===== src/rtl/core/psgp_div.sv =====
// eight-stage restoring divider for an eight-bit quotient, one bit per stage
module psgp_div #(
  parameter int unsigned SIDE_W = 1
) (
  input  logic              clk,
  input  logic              rst_n,
  input  logic              en,
  input  logic              in_valid,
  input  logic [23:0]       in_num,
  input  logic [15:0]       in_den,
  input  logic [SIDE_W-1:0] in_side,
  output logic              out_valid,
  output logic [7:0]        out_quot,
  output logic [SIDE_W-1:0] out_side
);
  localparam int unsigned Steps = 8;

  logic              v_r    [Steps];
  logic [15:0]       rem_r  [Steps];
  logic [7:0]        lo_r   [Steps];
  logic [7:0]        q_r    [Steps];
  logic [15:0]       den_r  [Steps];
  logic [SIDE_W-1:0] side_r [Steps];

  for (genvar k = 0; k < Steps; k++) begin : g_step
    logic              v_i;
    logic [15:0]       rem_i;
    logic [7:0]        lo_i;
    logic [7:0]        q_i;
    logic [15:0]       den_i;
    logic [SIDE_W-1:0] side_i;
    logic [16:0]       t;
    logic [15:0]       rem_n;
    logic [7:0]        q_n;

    if (k == 0) begin : g_first
      assign v_i    = in_valid;
      assign rem_i  = in_num[23:8];
      assign lo_i   = in_num[7:0];
      assign q_i    = 8'd0;
      assign den_i  = in_den;
      assign side_i = in_side;
    end else begin : g_next
      assign v_i    = v_r[k-1];
      assign rem_i  = rem_r[k-1];
      assign lo_i   = lo_r[k-1];
      assign q_i    = q_r[k-1];
      assign den_i  = den_r[k-1];
      assign side_i = side_r[k-1];
    end

    // shift in one numerator bit and try the subtract
    always_comb begin
      t = {rem_i, lo_i[7]};
      if (t >= {1'b0, den_i}) begin
        rem_n = 16'(t - {1'b0, den_i});
        q_n   = {q_i[6:0], 1'b1};
      end else begin
        rem_n = t[15:0];
        q_n   = {q_i[6:0], 1'b0};
      end
    end

    always_ff @(posedge clk) begin
      if (!rst_n) begin
        v_r[k] <= 1'b0;
      end else if (en) begin
        v_r[k] <= v_i;
      end
      if (en) begin
        rem_r[k]  <= rem_n;
        lo_r[k]   <= {lo_i[6:0], 1'b0};
        q_r[k]    <= q_n;
        den_r[k]  <= den_i;
        side_r[k] <= side_i;
      end
    end
  end

  assign out_valid = v_r[Steps-1];
  assign out_quot  = q_r[Steps-1];
  assign out_side  = side_r[Steps-1];

endmodule


===== config.mk =====
export PLATFORM = sky130hd
export DESIGN_NAME = psgp_div
export DESIGN_NICKNAME = d
export VERILOG_FILES = /design/src/rtl/core/psgp_div.sv
export SDC_FILE = /design/constraint.sdc
export NUM_CORES = 1
export LEC_CHECK = 0
export BUFFER_PORTS_ARGS = -buffer_cell sky130_fd_sc_hd__clkbuf_2
export CAP_MARGIN = 20
export CORE_MARGIN = 4
export CORE_UTILIZATION = 60
export CTS_BUF_LIST = sky130_fd_sc_hd__clkbuf_2 sky130_fd_sc_hd__clkbuf_4 sky130_fd_sc_hd__clkbuf_8
export DETAILED_ROUTE_END_ITERATION = 8
export GPL_ROUTABILITY_DRIVEN = 0
export PLACE_DENSITY_LB_ADDON = 0.1
export SYNTH_ARGS = -nofsm -noshare
export SYNTH_HDL_FRONTEND = slang
export SYNTH_SLANG_ARGS = --single-unit

===== constraint.sdc =====
create_clock -name clk -period 3.7 [get_ports clk]
set_input_delay 0.555 -clock clk [delete_from_list [all_inputs] [get_ports clk]]
set_output_delay 0.555 -clock clk [all_outputs]
set_load 0.01 [all_outputs]

==> run metrics <==
outcome finished, final reports clean; CP endpoint kind flip-flop; class of the worst hold path in2reg; clk sink count 304; Period minus WS final 3.23 ns; Die ar. 31000 um^2; TritonCTS clock tree built; grt total ovfl 0; Post-Syn Instances 1393; Post-Syn Area 16900 um^2; Finish-stage setup viols 0; fraction of registers with async set/reset 0%; top cells by area, synth edfxtp_1 (54%), ha_1 (9.5%), mux2_2 (5.2%); H-tree depth 2; critical path class reg2reg; footprint of the multi-input gates 7100 um^2; Post-DP HPWL 22000 um; IO Port Bufs 54; Slew headroom 29.8%; Hold Vio Cnt, Final 0; initial DRC count 458; # rows 61; Die W 176 um; DR DRC count 0; PD cells 725 nW/um^2; clock-pin slew on the worst setup and hold paths 0.06 ns; transition time of the tightest slew-check pin 1.05 ns; setup_tns 0 ns; Yosys reg bits 304; hold_buf cts 0; Core Region 27800 um^2; Num CTS Buffers 51; Syn Nets 1573; largest area contributor in the netlist edfxtp_1; Yosys warnings 0; Period Utilization, post-route 87.4%; total number of vias 10700; IO Pins 55; EDFF count, synth 303; post-CTS setup repair buffer count 0; Initial Utilization 60.9%; maximum fanout along the worst path 15; vias in the first global route 11100; post-route cell area 18600 um^2; syn_area_per_cell 12.2 um^2; drt pass-1 iters 5; fillcell total 2089; largest net degree at the start of global routing 103; post-synth cell types 70; layout cells sized above 1 16.4%; clk_skew 0.0190 ns; GR Util All Layers 19.7%; first-pass GRT wire length 50500 um; Worst setup SP type flip-flop; max-cap violations 0; Die Ht 176 um; RSZ-0062 raised after global routing no; register area 9120 um^2; Yosys top cell area share 53.7%; post-synthesis sequential area ratio 53.9%; routed vias/inst 5.64; later-pin clock latency in the skew report 0.56 ns; ant diodes 0; Resized Gates After CTS 0; instance area at placement 17700 um^2; CTS root buffer clkbuf_8; ys flop type edfxtp_1; max-slew violation count 0; Max VDD drop 0.000287 V; Final ANT Viol Nets 0; area grow syn2layout 9.92%; f_max 309 MHz; routed wire length 29700 um; Bufs on Longest Clock Path 3; antenna violations before repair 0; # nets final 1670; Worst Path Required 3.99 ns; routed len/inst 15.6 um; CP arrival 3.53 ns; leak pwr 7.68 nW
-- worst max-delay path: stages, from the launching register on --
cell and delay (ns):
edfxtp_1 0.42, inv_1 0.08, ha_1 0.24, nor2b_1 0.14
o31a_1 0.27, o31a_1 0.31, o311ai_1 0.38, nand3b_1 0.19
a31oi_4 0.52, mux2_2 0.40
-- per-layer routing --
| metal | global-route usage, % | wire length [um] | part of all wire [%] | vias up |
|---|---|---|---|---|
| li1 | - | - | - | 5376 |
| met1 | 21.2 | 11500 | 39 | 5036 |
| met2 | 37.2 | 15800 | 53 | 225 |
| met3 | 3.53 | 1090 | 3.7 | 91 |
| met4 | 9.52 | 1380 | 4.6 | 0 |
| met5 | 0 | 0 | 0 | - |
-- registers in the layout (all words and copies together) (netlist names) --
signal	count
den_r	112
lo_r	28
rem_r	112
v_r	8
q_r	36
side_r	8
-- synthesized netlist by cell type, types with 19 or more instances --
master / instances
mux2_2: 78
nand3_1: 21
o21a_1: 24
nor3_1: 20
a21oi_1: 84
xnor2_1: 50
o21ai_0: 61
a21o_1: 26
nand2_1: 42
nand4_1: 19
nor2_1: 90
ha_1: 128
xor2_1: 20
edfxtp_1: 303
nor2b_1: 22
inv_1: 160
-- path summary, 6_finish.rpt --
kind / start / endpoint / slack [ns] / cells after the start
setup / recovery: den_r[0][1] / rem_r[1][9] / 0.47 / 9
hold / removal: in_num[1] / lo_r[0][1] / 0.17 / 1
hold reg to reg: lo_r[1][4] / lo_r[2][5] / 0.40 / 0
setup reg to reg: den_r[0][1] / rem_r[1][9] / 0.47 / 9
-- cell families after synthesis --
family	share of synthesized area, %
buffers and inverters	4.21
adders and majority gates	10.3
DFF	53.9
muxes	6.94
xor gates and xnor gates	3.62
AOI/OAI and AO/OA	12.5
and+or+nand+nor	8.56
-- report_power, final --
part	switching, mW	total, mW	internal [mW]
Combinational	2.88	5.57	2.69
Sequential	0.343	5.21	4.87
Clock	1.23	2.70	1.47
-- layout by cell type (no fill, tap or decap), types with 10 or more instances in the layout --
cell        n
xor2_1     20
nor3_1     20
nand4_1    19
a211oi_1   10
nand2_1    42
mux2_2     78
a21boi_0   15
nor2b_1    22
nor2_1     90
a21oi_1    84
clkbuf_8   51
o31a_1     11
buf_4      12
o21ai_0    61
and3_1     18
clkbuf_2   53
a21o_1     26
xnor2_1    50
nand3_1    21
clkbuf_4   19
nand2b_1   17
edfxtp_1  303
o21a_1     24
o31ai_1    11
mux2i_1    18
inv_1     160
clkinv_1   11
ha_1      128
-- final cells by class --
cell class / instances / area share [%]
tap: 378 / 2.54
sequential: 304 / 49.0
clock inverter: 17 / 0.444
inverter: 160 / 3.23
multi-input combinational: 906 / 38.1
timing repair buffer: 67 / 2.10
clock buffer: 70 / 4.54
-- stage by stage --
stage	setup slack (ns)	utilization (%)	instances	hold WS, ns	total power [mW]
after global routing	0.208	67.0	1902	0.120	14.5
after floorplan	0.732	-	1393	0.400	9.60
final	0.466	67.0	1902	0.168	13.5
after detailed placement	0.442	63.6	1815	0.405	10.8
after global placement	0.492	63.6	1815	0.400	10.6
after CTS	0.397	67.0	1902	0.107	13.6
Power figures use the tool's default switching activity.
