--- config.mk ---
export PLATFORM = sky130hd
export DESIGN_NAME = psgp_front
export DESIGN_NICKNAME = d
export VERILOG_FILES = /design/src/rtl/core/psgp_pkg.sv /design/src/rtl/core/psgp_front.sv
export SDC_FILE = /design/constraint.sdc
export NUM_CORES = 2
export LEC_CHECK = 0
export BUFFER_PORTS_ARGS = -buffer_cell sky130_fd_sc_hd__buf_2
export CAP_MARGIN = 40
export CORE_UTILIZATION = 25
export CTS_CLUSTER_DIAMETER = 30
export DETAILED_ROUTE_END_ITERATION = 6
export PLACE_DENSITY = 0.46
export SLEW_MARGIN = 20
export SYNTH_ARGS = -nofsm -noshare
export SYNTH_HDL_FRONTEND = slang
export SYNTH_SLANG_ARGS = --single-unit
--- constraint.sdc ---
create_clock -name clk -period 9 [get_ports clk]
set_input_delay 0.9 -clock clk [delete_from_list [all_inputs] [get_ports clk]]
set_output_delay 0.9 -clock clk [all_outputs]
set_load 0.005 [all_outputs]
--- src/rtl/core/psgp_pkg.sv ---
// shared types, register indexes and helpers for the positional gain and pan block
package psgp_pkg;

  localparam int unsigned ChannelCountDefault = 16;
  localparam int unsigned CoordBitsDefault    = 21;
  localparam int unsigned CfgIndexBits        = 3;
  localparam logic [63:0] VolLowReset         = 64'd255;
  localparam logic [15:0] RadiusReset         = 16'd1500;

  // configuration register indexes
  typedef enum logic [CfgIndexBits-1:0] {
    REG_VOL_LOW    = 3'd0,
    REG_VOL_HIGH   = 3'd1,
    REG_PAN_ENABLE = 3'd2,
    REG_LISTENER_X = 3'd3,
    REG_LISTENER_Y = 3'd4,
    REG_RADIUS     = 3'd5
  } cfg_reg_t;

  // sideband that travels beside the square root
  typedef struct packed {
    logic [8:0]  sample;
    logic [7:0]  vol;
    logic        active;
    logic        audible;
    logic        no_pan;
    logic        dx_pos;
    logic [15:0] ax;
    logic [15:0] radius;
  } side_t;

  // sideband beside the far-side divider
  typedef struct packed {
    side_t       side;
    logic [15:0] distance;
  } mid_t;

  // sideband beside the final dividers
  typedef struct packed {
    logic [8:0] sample;
    logic [7:0] vol;
    logic       active;
  } tail_t;

  // floor(y / 255) for y below 65280
  function automatic logic [7:0] div255(input logic [15:0] y);
    logic [16:0] t;
    t = {1'b0, y} + {9'd0, y[15:8]} + 17'd1;
    return t[15:8];
  endfunction

endpackage

--- src/rtl/core/psgp_front.sv ---
// front stages: channel lookup, offsets, squares and audibility test
module psgp_front #(
  parameter int unsigned CHANNEL_COUNT = psgp_pkg::ChannelCountDefault,
  parameter int unsigned COORD_BITS    = psgp_pkg::CoordBitsDefault
) (
  input  logic                         clk,
  input  logic                         rst_n,
  input  logic                         en,
  input  logic                         in_valid,
  input  logic [3:0]                   channel_index,
  input  logic [8:0]                   sample_index,
  input  logic                         positional,
  input  logic                         no_panning,
  input  logic signed [COORD_BITS-1:0] source_x,
  input  logic signed [COORD_BITS-1:0] source_y,
  input  logic [127:0]                 vol_all,
  input  logic [15:0]                  pan_enable,
  input  logic signed [COORD_BITS-1:0] listener_x,
  input  logic signed [COORD_BITS-1:0] listener_y,
  input  logic [15:0]                  radius,
  output logic                         out_valid,
  output logic [31:0]                  out_sq,
  output psgp_pkg::side_t              out_side
);
  localparam int unsigned D_W  = COORD_BITS + 1;
  localparam int unsigned SQ_W = 2 * D_W;
  localparam int unsigned S_W  = SQ_W + 1;

  // stage 1: lookup and absolute offsets
  logic                  v1_r;
  logic [D_W-1:0]        ax1_r, ay1_r;
  psgp_pkg::side_t       sd1_r;
  logic signed [D_W-1:0] dx, dy;
  logic [D_W-1:0]        ax, ay;
  logic                  ch_ok;
  psgp_pkg::side_t       sd1_nxt;

  always_comb begin
    dx = D_W'(source_x) - D_W'(listener_x);
    dy = D_W'(source_y) - D_W'(listener_y);
    ax = dx[D_W-1] ? D_W'(-dx) : D_W'(dx);
    ay = dy[D_W-1] ? D_W'(-dy) : D_W'(dy);
    ch_ok = ({1'b0, channel_index} < 5'(CHANNEL_COUNT));
    sd1_nxt.sample  = sample_index;
    sd1_nxt.vol     = ch_ok ? vol_all[channel_index*8 +: 8] : 8'd0;
    sd1_nxt.active  = ch_ok && positional && pan_enable[channel_index];
    sd1_nxt.audible = 1'b0;
    sd1_nxt.no_pan  = no_panning;
    sd1_nxt.dx_pos  = !dx[D_W-1] && (dx != '0);
    sd1_nxt.ax      = 16'd0;
    sd1_nxt.radius  = radius;
  end

  always_ff @(posedge clk) begin
    if (!rst_n) begin
      v1_r <= 1'b0;
    end else if (en) begin
      v1_r <= in_valid;
    end
    if (en) begin
      ax1_r <= ax;
      ay1_r <= ay;
      sd1_r <= sd1_nxt;
    end
  end

  // stage 2: squares
  logic            v2_r;
  logic [SQ_W-1:0] ax2_r, ay2_r;
  logic [31:0]     rr2_r;
  logic [D_W-1:0]  axk2_r;
  psgp_pkg::side_t sd2_r;

  always_ff @(posedge clk) begin
    if (!rst_n) begin
      v2_r <= 1'b0;
    end else if (en) begin
      v2_r <= v1_r;
    end
    if (en) begin
      ax2_r  <= SQ_W'(ax1_r) * SQ_W'(ax1_r);
      ay2_r  <= SQ_W'(ay1_r) * SQ_W'(ay1_r);
      rr2_r  <= 32'(sd1_r.radius) * 32'(sd1_r.radius);
      axk2_r <= ax1_r;
      sd2_r  <= sd1_r;
    end
  end

  // stage 3: sum and compare against radius squared
  logic               v3_r;
  logic [31:0]        sq3_r;
  psgp_pkg::side_t    sd3_r;
  logic [S_W-1:0]     s;
  logic [S_W+31:0]    s_ext, rr_ext;
  logic [D_W+15:0]    ax_ext;
  psgp_pkg::side_t    sd3_nxt;

  always_comb begin
    s      = S_W'(ax2_r) + S_W'(ay2_r);
    s_ext  = {32'd0, s};
    rr_ext = {{S_W{1'b0}}, rr2_r};
    ax_ext = {16'd0, axk2_r};
    sd3_nxt         = sd2_r;
    sd3_nxt.audible = sd2_r.active && (sd2_r.radius != 16'd0) && (s_ext < rr_ext);
    sd3_nxt.ax      = ax_ext[15:0];
  end

  always_ff @(posedge clk) begin
    if (!rst_n) begin
      v3_r <= 1'b0;
    end else if (en) begin
      v3_r <= v2_r;
    end
    if (en) begin
      sq3_r <= s_ext[31:0];
      sd3_r <= sd3_nxt;
    end
  end

  assign out_valid = v3_r;
  assign out_sq    = sq3_r;
  assign out_side  = sd3_r;

endmodule

==> results.md <==
- WL/cell: 16.1 microns
- Sequential fraction of the synthesis area: 19.6%
- Outcome: finished, final reports clean
- Worst slew margin: 42.9%
- Die span in x: 455 microns
- Syn Nets: 6,688
- Yosys top cell area share: 33.2%
- Post-CTS setup buffers: 0
- CTS Buf Count: 100
- Critical Path RT: 9.43 ns
- Fin nets: 7,081
- Total gr overflow: 0
- Final TNS setup: 0 ns
- Worst path slowest cell: edfxtp_1
- H-Tree Depth: 3
- Crit path max fanout: 14
- Crit path time final: 8.00 ns
- CP Capture Type: register
- CTS resizes: 0
- Slew Viols, Final: 0
- Final setup fails: 0
- ANT nets after route: 0
- GRT Total Usage: 13.1%
- Critical path arrival: 8.43 ns
- Most used cell, CP: fa_1
- Setup WS post-layout: 1.00 ns
- Fillers: 21,200
- Area after DPL: 0.0564 sq mm
- CTS tree: done
- Die Area: 0.207 sq mm
- Area contributors post-synth: fa_1 33%, edfxtp_1 19%, ha_1 13%, inv_1 9.2%, nand2_1 3.0%
- Drt via density: 4.31
- Clock Sink Count: 335
- Clock Tree Buf Depth: 3
- Boundary pin count: 349
- Iter 0 DRT Violations: 1,539
- CTS clk-pin slew, worst paths: 0.05 ns
- Final hold viol count: 0
- Crit Path Category: reg2reg
- Initial Util: 25.2%
- DRC Markers: 0
- Max-cap viol count: 0
- Post-synth EDFFs: 332
- First-pass GRT wire length: 212,000 microns
- Mapped cell area: 0.0512 sq mm
- Hold Path Depth: 0
- Critical Path Max Stage Delay: 0.73 ns
- Tcrit/Tclk final: 88.9%
- Slew @ Worst Pin: 0.854 ns
- Synth Area per Inst: 10.2 sq um
- Post-Route WL: 132,000 microns
- Die height: 455 microns
- Cell area after layout: 0.0600 sq mm
- Synth-to-layout area growth: 17.2%
- Post-synth ARST share: 0%
- Core ar.: 0.203 sq mm
- Main synth FF type: edfxtp_1
- Worst Skew: 0.0750 ns
- Largest net degree at the start of global routing: 62
- Yosys top cell by area: fa_1
- # port buffers: 348
- Share of post-route cells with drive strength above 1: 12.4%
- Vias in the first global route: 38,800
- Synthesized instance count: 5,031
- Estimated wirelength of the detail-placed design: 110,000 microns
- Reg2reg path depth: 23
- Crit-path cells: buf_4 > nand2_1 > fa_1 > fa_1 > fa_1 > inv_1 > fa_1 > inv_1 > fa_1 > fa_1 > fa_1 > inv_1 > ha_1 > a41oi_1 > o21ai_1 > a2111oi_0 > o21ai_1 > a221oi_1 > o21ai_1 > a311oi_1 > o211ai_1 > a21boi_1 > xnor2_1
- Startpoint types: register
- CTS Hold Buffers Added: 0
- RSZ-0062 raised after global routing: false
- Library cells used by synthesis: 86
- Placed cell count: 7,987
- Pre-antenna DRT Iters: 5
- Clock Latency Late Sink: 0.76 ns
- Rows: 165
- Finished Layout Cells: 8,186
- DR vias: 35,200
- Ys Warns: 0
- Initial antenna violation count: 3
- Hold/Removal Path Class: reg2reg
- Root buffer cell: clkbuf_16
- Yosys reg bits: 335
- Fmax: 125 MHz
- Pre-CTS WS: 1.03 ns
- Final GP Congestion: 0.823
flip-flops by register name, summed over array words and instances (netlist names):
signal,count
out_side,53
ax2_r,43
ay2_r,43
sd1_r,36
sd2_r,35
out_sq,32
rr2_r,31
ax1_r,22
ay1_r,22
axk2_r,15
out_valid,1
v1_r,1
v2_r,1
worst max-delay path: cells and delay by family (launching register included):
kind            cells  cell delay [ns]
compound gates      9             2.68
simple gates        1             0.09
fa+ha+maj           8             3.68
flops               1             0.73
xor+xnor            1             0.08
buf+inv             4             0.45
through the flow:
| step | hold WS, ns | util, % |
|---|---|---|
| finish | 0.349 | 29.6 |
| global route | 0.300 | 29.6 |
| CTS | 0.279 | 29.5 |
| detailed placement | 0.405 | 27.8 |
| global placement | 0.401 | 27.7 |
| floorplan | 0.400 | - |
synthesized netlist by cell type, drive strengths merged (7+ instances only):
cell type / instances
a211oi: 17
a21boi: 9
a21o: 88
a21oi: 185
a311oi: 10
a31o: 17
a31oi: 17
a41oi: 9
and2: 235
and3: 24
buf: 7
clkbuf: 122
edfxtp: 332
fa: 849
ha: 545
inv: 1249
mux2: 7
mux4: 45
nand2: 404
nand2b: 24
nand3: 37
nand4: 17
nor2: 161
nor2b: 39
nor3: 28
nor4: 13
o211ai: 16
o21a: 18
o21ai: 95
o21bai: 26
o31ai: 12
or2: 15
or3: 7
xnor2: 161
xor2: 88
final timing paths:
check / start / end / slack [ns]
setup / recovery: ax1_r[4] / ax2_r[36] / 1.00
hold / removal: axk2_r[7] / out_side[23] / 0.35
setup reg to reg: ax1_r[4] / ax2_r[36] / 1.00
hold reg to reg: axk2_r[7] / out_side[23] / 0.35
layer usage:
metal | track usage (%) | share of wire (%)
met1 | 15.6 | 41
met2 | 24.1 | 52
met3 | 1.82 | 3.2
met4 | 4.50 | 3.5
met5 | 0 | 0
cell type report:
type / count / area (sq um) / area share [%]
Timing Repair Buffer: 420 / 2410 / 4.01
Sequential cell: 335 / 10000 / 16.7
Tap cell: 2672 / 3340 / 5.57
Clock inverter: 78 / 1010 / 1.69
Clock buffer: 111 / 2540 / 4.24
Antenna cell: 3 / 7.51 / 0.0125
Multi-Input combinational cell: 3318 / 36000 / 60.0
Inverter: 1249 / 4690 / 7.81
cells by family after synthesis:
family,share of synthesized area (%)
adders and majority gates,46.5
and+or+nand+nor,9.85
muxes,2.25
DFF,19.6
buffers and inverters,10.1
xor gates and xnor gates,4.26
AOI/OAI and AO/OA,7.41
cells in the final DEF, fill, tap and decap left out, drive strengths merged, types with 28 or more instances in the layout:
cell	instances
nand3	37
fa	849
nand2	404
xor2	88
inv	1256
nor2b	39
edfxtp	332
clkbuf	111
mux4	45
and2	235
a21oi	185
clkinv	43
nor3	28
buf	420
xnor2	161
o21ai	95
nor2	161
ha	545
a21o	88
Power is not shown: default switching activity piles up to over one toggle a cycle in this logic, so the estimate is an artifact.
