===== src/rtl/core/psgp_sqrt.sv =====
// sixteen-stage integer square root, one root bit per stage
module psgp_sqrt #(
  parameter int unsigned SIDE_W = 1
) (
  input  logic              clk,
  input  logic              rst_n,
  input  logic              en,
  input  logic              in_valid,
  input  logic [31:0]       in_val,
  input  logic [SIDE_W-1:0] in_side,
  output logic              out_valid,
  output logic [15:0]       out_root,
  output logic [SIDE_W-1:0] out_side
);
  localparam int unsigned Steps = 16;

  logic              v_r    [Steps];
  logic [17:0]       rem_r  [Steps];
  logic [15:0]       root_r [Steps];
  logic [31:0]       sh_r   [Steps];
  logic [SIDE_W-1:0] side_r [Steps];

  for (genvar k = 0; k < Steps; k++) begin : g_step
    logic              v_i;
    logic [17:0]       rem_i;
    logic [15:0]       root_i;
    logic [31:0]       sh_i;
    logic [SIDE_W-1:0] side_i;
    logic [19:0]       tmp, trial;
    logic [17:0]       rem_n;
    logic [15:0]       root_n;

    if (k == 0) begin : g_first
      assign v_i    = in_valid;
      assign rem_i  = 18'd0;
      assign root_i = 16'd0;
      assign sh_i   = in_val;
      assign side_i = in_side;
    end else begin : g_next
      assign v_i    = v_r[k-1];
      assign rem_i  = rem_r[k-1];
      assign root_i = root_r[k-1];
      assign sh_i   = sh_r[k-1];
      assign side_i = side_r[k-1];
    end

    // trial subtract of the next bit pair
    always_comb begin
      tmp   = {rem_i, sh_i[31:30]};
      trial = {2'b00, root_i, 2'b01};
      if (tmp >= trial) begin
        rem_n  = 18'(tmp - trial);
        root_n = {root_i[14:0], 1'b1};
      end else begin
        rem_n  = tmp[17:0];
        root_n = {root_i[14:0], 1'b0};
      end
    end

    always_ff @(posedge clk) begin
      if (!rst_n) begin
        v_r[k] <= 1'b0;
      end else if (en) begin
        v_r[k] <= v_i;
      end
      if (en) begin
        rem_r[k]  <= rem_n;
        root_r[k] <= root_n;
        sh_r[k]   <= {sh_i[29:0], 2'b00};
        side_r[k] <= side_i;
      end
    end
  end

  assign out_valid = v_r[Steps-1];
  assign out_root  = root_r[Steps-1];
  assign out_side  = side_r[Steps-1];

endmodule


===== config.mk =====
export PLATFORM = sky130hd
export DESIGN_NAME = psgp_sqrt
export DESIGN_NICKNAME = d
export VERILOG_FILES = /design/src/rtl/core/psgp_sqrt.sv
export SDC_FILE = /design/constraint.sdc
export NUM_CORES = 1
export LEC_CHECK = 0
export ABC_AREA = 1
export BUFFER_PORTS_ARGS = -buffer_cell sky130_fd_sc_hd__buf_4
export CAP_MARGIN = 10
export CORE_MARGIN = 2
export CORE_UTILIZATION = 50
export DETAILED_ROUTE_END_ITERATION = 12
export PLACE_DENSITY = 0.66
export SLEW_MARGIN = 30
export SYNTH_ARGS = -nofsm -noshare
export SYNTH_HDL_FRONTEND = slang
export SYNTH_SLANG_ARGS = --single-unit
export TNS_END_PERCENT = 50

===== constraint.sdc =====
create_clock -name clk -period 2.5 [get_ports clk]
set_input_delay 0.5 -clock clk [delete_from_list [all_inputs] [get_ports clk]]
set_output_delay 0.5 -clock clk [all_outputs]
set_load 0.02 [all_outputs]

==> results of run 1 <==
## sequential cells by signal, summed over array words and instances (netlist names)
register,cells
sh_r,240
root_r,136
rem_r,250
side_r,16
v_r,16
## kinds of logic after synthesis
| logic type | share of synthesized area (%) |
|---|---|
| xor gates and xnor gates | 2.76 |
| adders and majority gates | 5.75 |
| AOI/OAI and AO/OA | 5.72 |
| DFF | 59.4 |
| and+or+nand+nor | 20.2 |
| buffers and inverters | 6.18 |
| other | 0.0113 |
## routing by layer
| metal | global-route usage [%] | routed length, um | vias up |
|---|---|---|---|
| met3 | 2.89 | 2890 | 121 |
| met1 | 28.1 | 31900 | 10400 |
| met5 | 0 | 0 | - |
| met2 | 33.8 | 32500 | 497 |
| li1 | - | - | 11400 |
| met4 | 6.53 | 2060 | 0 |
## final cells by class
type                            count  area (um^2)  area share [%]
Timing Repair Buffer              102          873            2.34
Clock buffer                       88         1900            5.09
Inverter                          483         1820            4.87
Sequential cell                   658        19700            52.8
Tap cell                          864         1080            2.89
Multi-Input combinational cell   2158        11500            30.7
Clock inverter                     43          495            1.33
## per-stage QoR
stage	power [mW]	instances	setup slack [ps]	util, %
after floorplan	17.5	3327	571	-
after detailed placement	19.1	4265	218	53.1
after global placement	19.1	4265	219	53.1
after CTS	29.8	4396	187	56.8
after global routing	31.1	4396	65.1	56.8
final	29.6	4396	184	56.8
## power groups by stage
stage               Sequential, mW  Combinational [mW]  Clock [mW]
floorplan                     14.1                3.44           0
global route                  14.3                5.42        11.4
global placement              14.4                4.67           0
detailed placement            14.4                4.71           0
CTS                           14.2                4.73        10.9
finish                        14.2                4.74        10.7
## worst max-delay path by stage
stage / startpoint / end / slack (ps) / cells past startpoint
finish: root_r[1][17] / rem_r[1][37] / 180 / 10
global route: rem_r[0][36] / rem_r[0][55] / 70 / 10
CTS: root_r[1][17] / rem_r[1][37] / 190 / 10
detailed placement: root_r[1][17] / rem_r[1][37] / 220 / 10
global placement: root_r[1][17] / rem_r[1][37] / 220 / 10
floorplan: rem_r[0][0] / rem_r[0][18] / 570 / 8
## cell usage in the layout, fill, tap and decap left out, drive strengths merged
| cell | count |
|---|---|
| bufinv | 7 |
| nor4 | 3 |
| a21o | 7 |
| nand3 | 204 |
| o21a | 2 |
| nor2 | 314 |
| a31oi | 1 |
| nand4 | 47 |
| o21bai | 6 |
| nor3 | 26 |
| ha | 153 |
| edfxtp | 657 |
| o31ai | 1 |
| and2 | 2 |
| xor2 | 60 |
| nand3b | 39 |
| o21ai | 135 |
| dfxtp | 1 |
| clkinv | 32 |
| a21boi | 2 |
| o211ai | 5 |
| nand2 | 923 |
| buf | 102 |
| conb | 1 |
| or2 | 13 |
| clkbuf | 88 |
| inv | 485 |
| xnor2 | 45 |
| clkinvlp | 2 |
| a21oi | 168 |
| and3 | 1 |
==> summary.md, run 1 <==
| Metric | Value |
|---|---|
| Synthesis-stage register bit count | 658 |
| Setup TNS | 0 ps |
| Net Sw Power | around 8 mW |
| # IOs | 55 |
| VDD IR-drop max | 0.617 mV |
| CTS root buf | clkbuf_16 |
| Final instance area | between 30,000 and 40,000 um^2 |
| Final setup viols | 0 |
| Top-area cell type share of the netlist area | 59.3% |
| WL/cell | 15.8 um |
| Crit-path max cell delay | 410 ps |
| Vias in the first global route | 21,300 |
| Post-synth cell types | 48 |
| Filler cells | ~5,700 |
| Sequence of cells on the critical path | inv_1 > ha_1 > a21oi_1 > nand2_1 > inv_1 > nor2_2 > nor2_4 > nand2_4 > buf_4 > o21ai_0 |
| R2R cell count | 10 |
| Share of cells above drive strength 1 | under 10% |
| Mean Syn Cell Area | approximately 10 um^2 |
| Post-synth EDFFs | 657 |
| Hold_ws | 45.1 ps |
| Final Critical Period | 2320 ps |
| # clock sinks | 658 |
| CP Class | reg -> reg |
| Status | finished clean |
| DP HPWL | 51.7 mm |
| Initial Util | 50.5% |
| Post-Synthesis Cells | 3,327 |
| Total CTS buffers | between 70 and 80 |
| Post-CTS sizing | 0 |
| Hold bufs inserted after CTS | 0 |
| Worst Skew | 26.7 ps |
| Synth cell count leaders | nand2_1 (902), edfxtp_1 (657), inv_1 (471) |
| Synthesized cell area | 33,300 um^2 |
| Pint | about 21 mW |
| Via count | 22,400 |
| Largest net degree at the start of global routing | 92 |
| Most common cell on crit path | inv_1 |
| Hold_sp | in_val[23] |
| HP Class | in -> reg |
| First-pass DRT Iterations | 6 |
| Routed wire length | 69.4 mm |
| CTS max path bufs | 3 |
| R2R Path End | rem_r[1][37] |
| Hold depth | 1 |
| Post-synthesis sequential area ratio | roughly three fifths |
| Syn Nets | approximately 3,500 |
| Max cap viols | 0 |
| P per Cell Area | between 700 and 800 nW/um^2 |
| RSZ-0062 raised after global routing | false |
| Die Y | ~260 um |
| Logic pwr share | 16.0% |
| Chip width | ~260 um |
| Pleak | 16.0 nW |
| Primary FF master, synth | edfxtp_1 |
| Most frequent cell after synthesis | nand2_1 |
| CTS clock-pin slew for the worst setup and hold paths | 60 ps |
| Max-slew violation count | 0 |
| Period utilisation layout | 92.7% |
| DRT antenna net count | 0 |
| ANT cells | 0 |
| Vias per Instance | 5.10 |
| WHS Endpoint | sh_r[0][23] |
| Port Buffers | 54 |
| Cell row count | 94 |
| Synth top area cells | edfxtp_1 (59%), nand2_1 (10%), ha_1 (5.8%) |
| Total track usage | 20.5% |
| Number of antenna violations at the first check in global routing | 0 |
| Syn-to-layout area delta | 12.4% |
| Final Net Count | 3,666 |
| Worst-Margin Slew | 636 ps |
| TritonCTS clock tree | built |
| Worst rel slew slack | 57.5% |
| CORE AREA | 65,900 um^2 |
| Crit path arrival time | 2720 ps |
| Clock network power share | 36.1% |
| CP Max Fanout | 15 |
| CP startpoint kind | flip-flop |
| Final hold vios | 0 |
| Fmax | around 430 MHz |
| Gr ovfl total | 0 |
| CP required | 2900 ps |
| DR iter-0 viols | 1,567 |
| Share of flip-flops with an asynchronous set or reset | 0% |
| Post-route DRC | 0 |
| Gp weighted congestion | 0.904 |
| Switching share of power | 27.5% |
| CP endpoint kind | flip-flop |
| Critical path's top delay family | compound AO/OA/AOI/OAI gates |
| CP max-delay cell | edfxtp_1 |
| Seq pwr share | between 40% and 50% |
| H-tree levels | 3 |
| First-pass GRT wire length | around 110 mm |
| WP buf/inv | 3 |
| Postcts setup bufs | 0 |
| Yosys warns | 0 |
| Clock Latency Late Sink | 630 ps |
| Origin of the critical flop-to-flop path | root_r[1][17] |
| Flop2flop setup slack | around 180 ps |
| Die area | 68,600 um^2 |
| Area of placed instances | 35,000 um^2 |
| Largest area contributor in the netlist | edfxtp_1 |
No activity file was read; power rests on OpenSTA's default activity.
==> inputs of run 2 (changes only) <==
--- a/config.mk
+++ b/config.mk
@@ -8,7 +8,6 @@
 export ABC_AREA = 1
 export BUFFER_PORTS_ARGS = -buffer_cell sky130_fd_sc_hd__buf_4
 export CAP_MARGIN = 10
-export CORE_MARGIN = 2
 export CORE_UTILIZATION = 50
 export DETAILED_ROUTE_END_ITERATION = 12
 export PLACE_DENSITY = 0.66
==> run 2 against run 1 <==
  * Total power decreased by 1.6%
  * Routed wire length decreased by 0.39%
  * Hold slack improved by 11 ps
  * Via count decreased by 0.92%
  * Non-clock buffer count increased by 1
  * First-iteration DRC count increased by 11%
  * Clock skew decreased by 9.7 ps
  * Sequential share of layout area increased by 0.16 points
  * Sequential power about the same
  * Clock-buffer cell count decreased by 1
==> summary.md, run 2 (synthesis results as in run 1) <==
| Metric | Value |
|---|---|
| TritonCTS clock tree | built |
| VDD IR-drop max | 0.614 mV |
| Logic pwr share | roughly 16% |
| Largest net degree at the start of global routing | 119 |
| Max reg flops | between 200 and 300 |
| HP Class | in -> reg |
| CP startpoint kind | flip-flop |
| R2R Path End | rem_r[1][21] |
| Max cap viols | 0 |
| Gr ovfl total | 0 |
| CP required | 2820 ps |
| Crit path arrival time | 2620 ps |
| Hold_sp | in_val[26] |
| Most frequent cells in the layout | nand2_1 (902), edfxtp_1 (657), inv_1 (471) |
| Seq pwr share | 48.6% |
| CP endpoint kind | flip-flop |
| P per Cell Area | 781 nW/um^2 |
| Via count | 22,200 |
| Largest regs | rem_r x250, sh_r x240, root_r x136 |
| Metal-1 WL | between 30 and 40 mm |
| RSZ-0062 raised after global routing | false |
| Switching share of power | 27.5% |
| Initial Util | 50.6% |
| Final hold vios | 0 |
| Vias per Instance | 5.06 |
| Die Y | 260 um |
| Met3 wire length | 3.07 mm |
| Crit path setup slack, layout | around 200 ps |
| Hold bufs inserted after CTS | 0 |
| CP Max Fanout | 21 |
| Gp weighted congestion | between 0.9 and 1 |
| ANT cells | 0 |
| Status | finished clean |
| Routed wire length | 69.2 mm |
| Post-CTS sizing | 0 |
| Flop2flop setup slack | 200 ps |
| CTS clock-pin slew for the worst setup and hold paths | 60 ps |
| CORE AREA | 65,700 um^2 |
| Setup WS pre-CTS | between 150 and 200 ps |
| R2R cell count | 8 |
| Postcts setup bufs | 0 |
| WL/cell | 15.7 um |
| Cell row count | 94 |
| Port Buffers | 54 |
| # clock sinks | 658 |
| H-tree levels | 3 |
| Worst Skew | 17.1 ps |
| Vias in the first global route | between 20,000 and 25,000 |
| CTS root buf | clkbuf_16 |
| Filler cells | 5,678 |
| Worst-Margin Slew | roughly 650 ps |
| Pint | 21.1 mW |
| First-pass GRT wire length | 112 mm |
| Commonest non-fill, non-tap cell in the layout | nand2_1 |
| Worst rel slew slack | 56.5% |
| Clock Latency Late Sink | 620 ps |
| DP HPWL | 51.9 mm |
| Total track usage | 21.1% |
| Hold depth | 1 |
| CTS max path bufs | 3 |
| Syn-to-layout area delta | 12.0% |
| Fmax | between 400 and 500 MHz |
| Total CTS buffers | 72 |
| Final Critical Period | 2300 ps |
| Die area | 67,600 um^2 |
| Most flop-heavy register | rem_r |
| Pleak | between 15 and 20 nW |
| First-pass DRT Iterations | 6 |
| Final Net Count | 3,666 |
| Period utilisation layout | between 90% and 100% |
| CP Class | reg -> reg |
| Origin of the critical flop-to-flop path | root_r[1][5] |
| # IOs | 55 |
| Final Util | 56.7% |
| DRT antenna net count | 0 |
| Share of cells above drive strength 1 | 9.31% |
| DR iter-0 viols | about 1,700 |
| Clock network power share | 35.2% |
| Post-route DRC | 0 |
| Net Sw Power | 7.99 mW |
| Max-slew violation count | 0 |
| Uppermost layer routed | met4 |
| Setup TNS | 0 ps |
| Chip width | 260 um |
| Final setup viols | 0 |
| Number of antenna violations at the first check in global routing | 0 |
| WHS Endpoint | sh_r[0][26] |
| Routed wl met2 | 32.4 mm |
## run 2: cell count changes in the layout (fill, tap and decap cells not counted), sizes merged
cell	change
buf	+1
clkinvlp	+4
clkinv	-4
bufinv	-2
clkbuf	-1
inv	+2
## run 2: how the worst max path moves through the flow
stage | start | to | slack (ps) | depth (start not counted)
2_1_floorplan | rem_r[0][0] | rem_r[0][18] | 570 | 8
3_3_place_gp | rem_r[1][101] | rem_r[1][116] | 200 | 8
3_5_place_dp | rem_r[0][36] | rem_r[0][59] | 180 | 10
4_1_cts | rem_r[0][37] | rem_r[0][59] | 170 | 10
5_1_grt | root_r[1][66] | rem_r[1][99] | 3 | 10
6_report | root_r[1][5] | rem_r[1][21] | 200 | 8
## run 2: per-layer routing
layer  vias up  global-route usage [%]
li1      11400                       -
met1     10200                    28.5
met2       504                    34.5
met3       136                    3.38
met4         0                    7.47
met5         -                       0
## run 2: power by group through the flow
stage               clock [mW]  sequential [mW]  combinational, mW
global placement             0             14.4               4.69
floorplan                    0             14.1               3.44
global route              10.9             14.3               5.40
finish                    10.2             14.1               4.72
detailed placement           0             14.4               4.69
CTS                       10.5             14.2               4.71
## run 2: stage by stage
step,cell area [um^2],total power [mW],std cells,hold slack (ps)
after floorplan,33300,17.5,3327,400
after global placement,35000,19.1,4266,400
after detailed placement,35000,19.1,4266,405
after CTS,37300,29.4,4396,13.3
after global routing,37300,30.6,4396,21.4
final,37300,29.1,4396,56.0
## run 2: worst max-delay path, stage by stage, from the launching register on
cell      delay [ps]
edfxtp_1         420
inv_1            130
ha_1             280
a21oi_1          220
nand2_1          110
a21oi_2          210
nand3_4          170
inv_2            330
o21ai_1          160
## run 2: layout make-up
class,instances,area (um^2),area share [%]
well taps,864,1080,2.90
clock inverters,43,397,1.06
multi-input cells,2158,11500,30.8
inverters,483,1820,4.89
clock buffers,87,1880,5.04
flip-flops and latches,658,19700,53.0
repair buffers,103,868,2.33
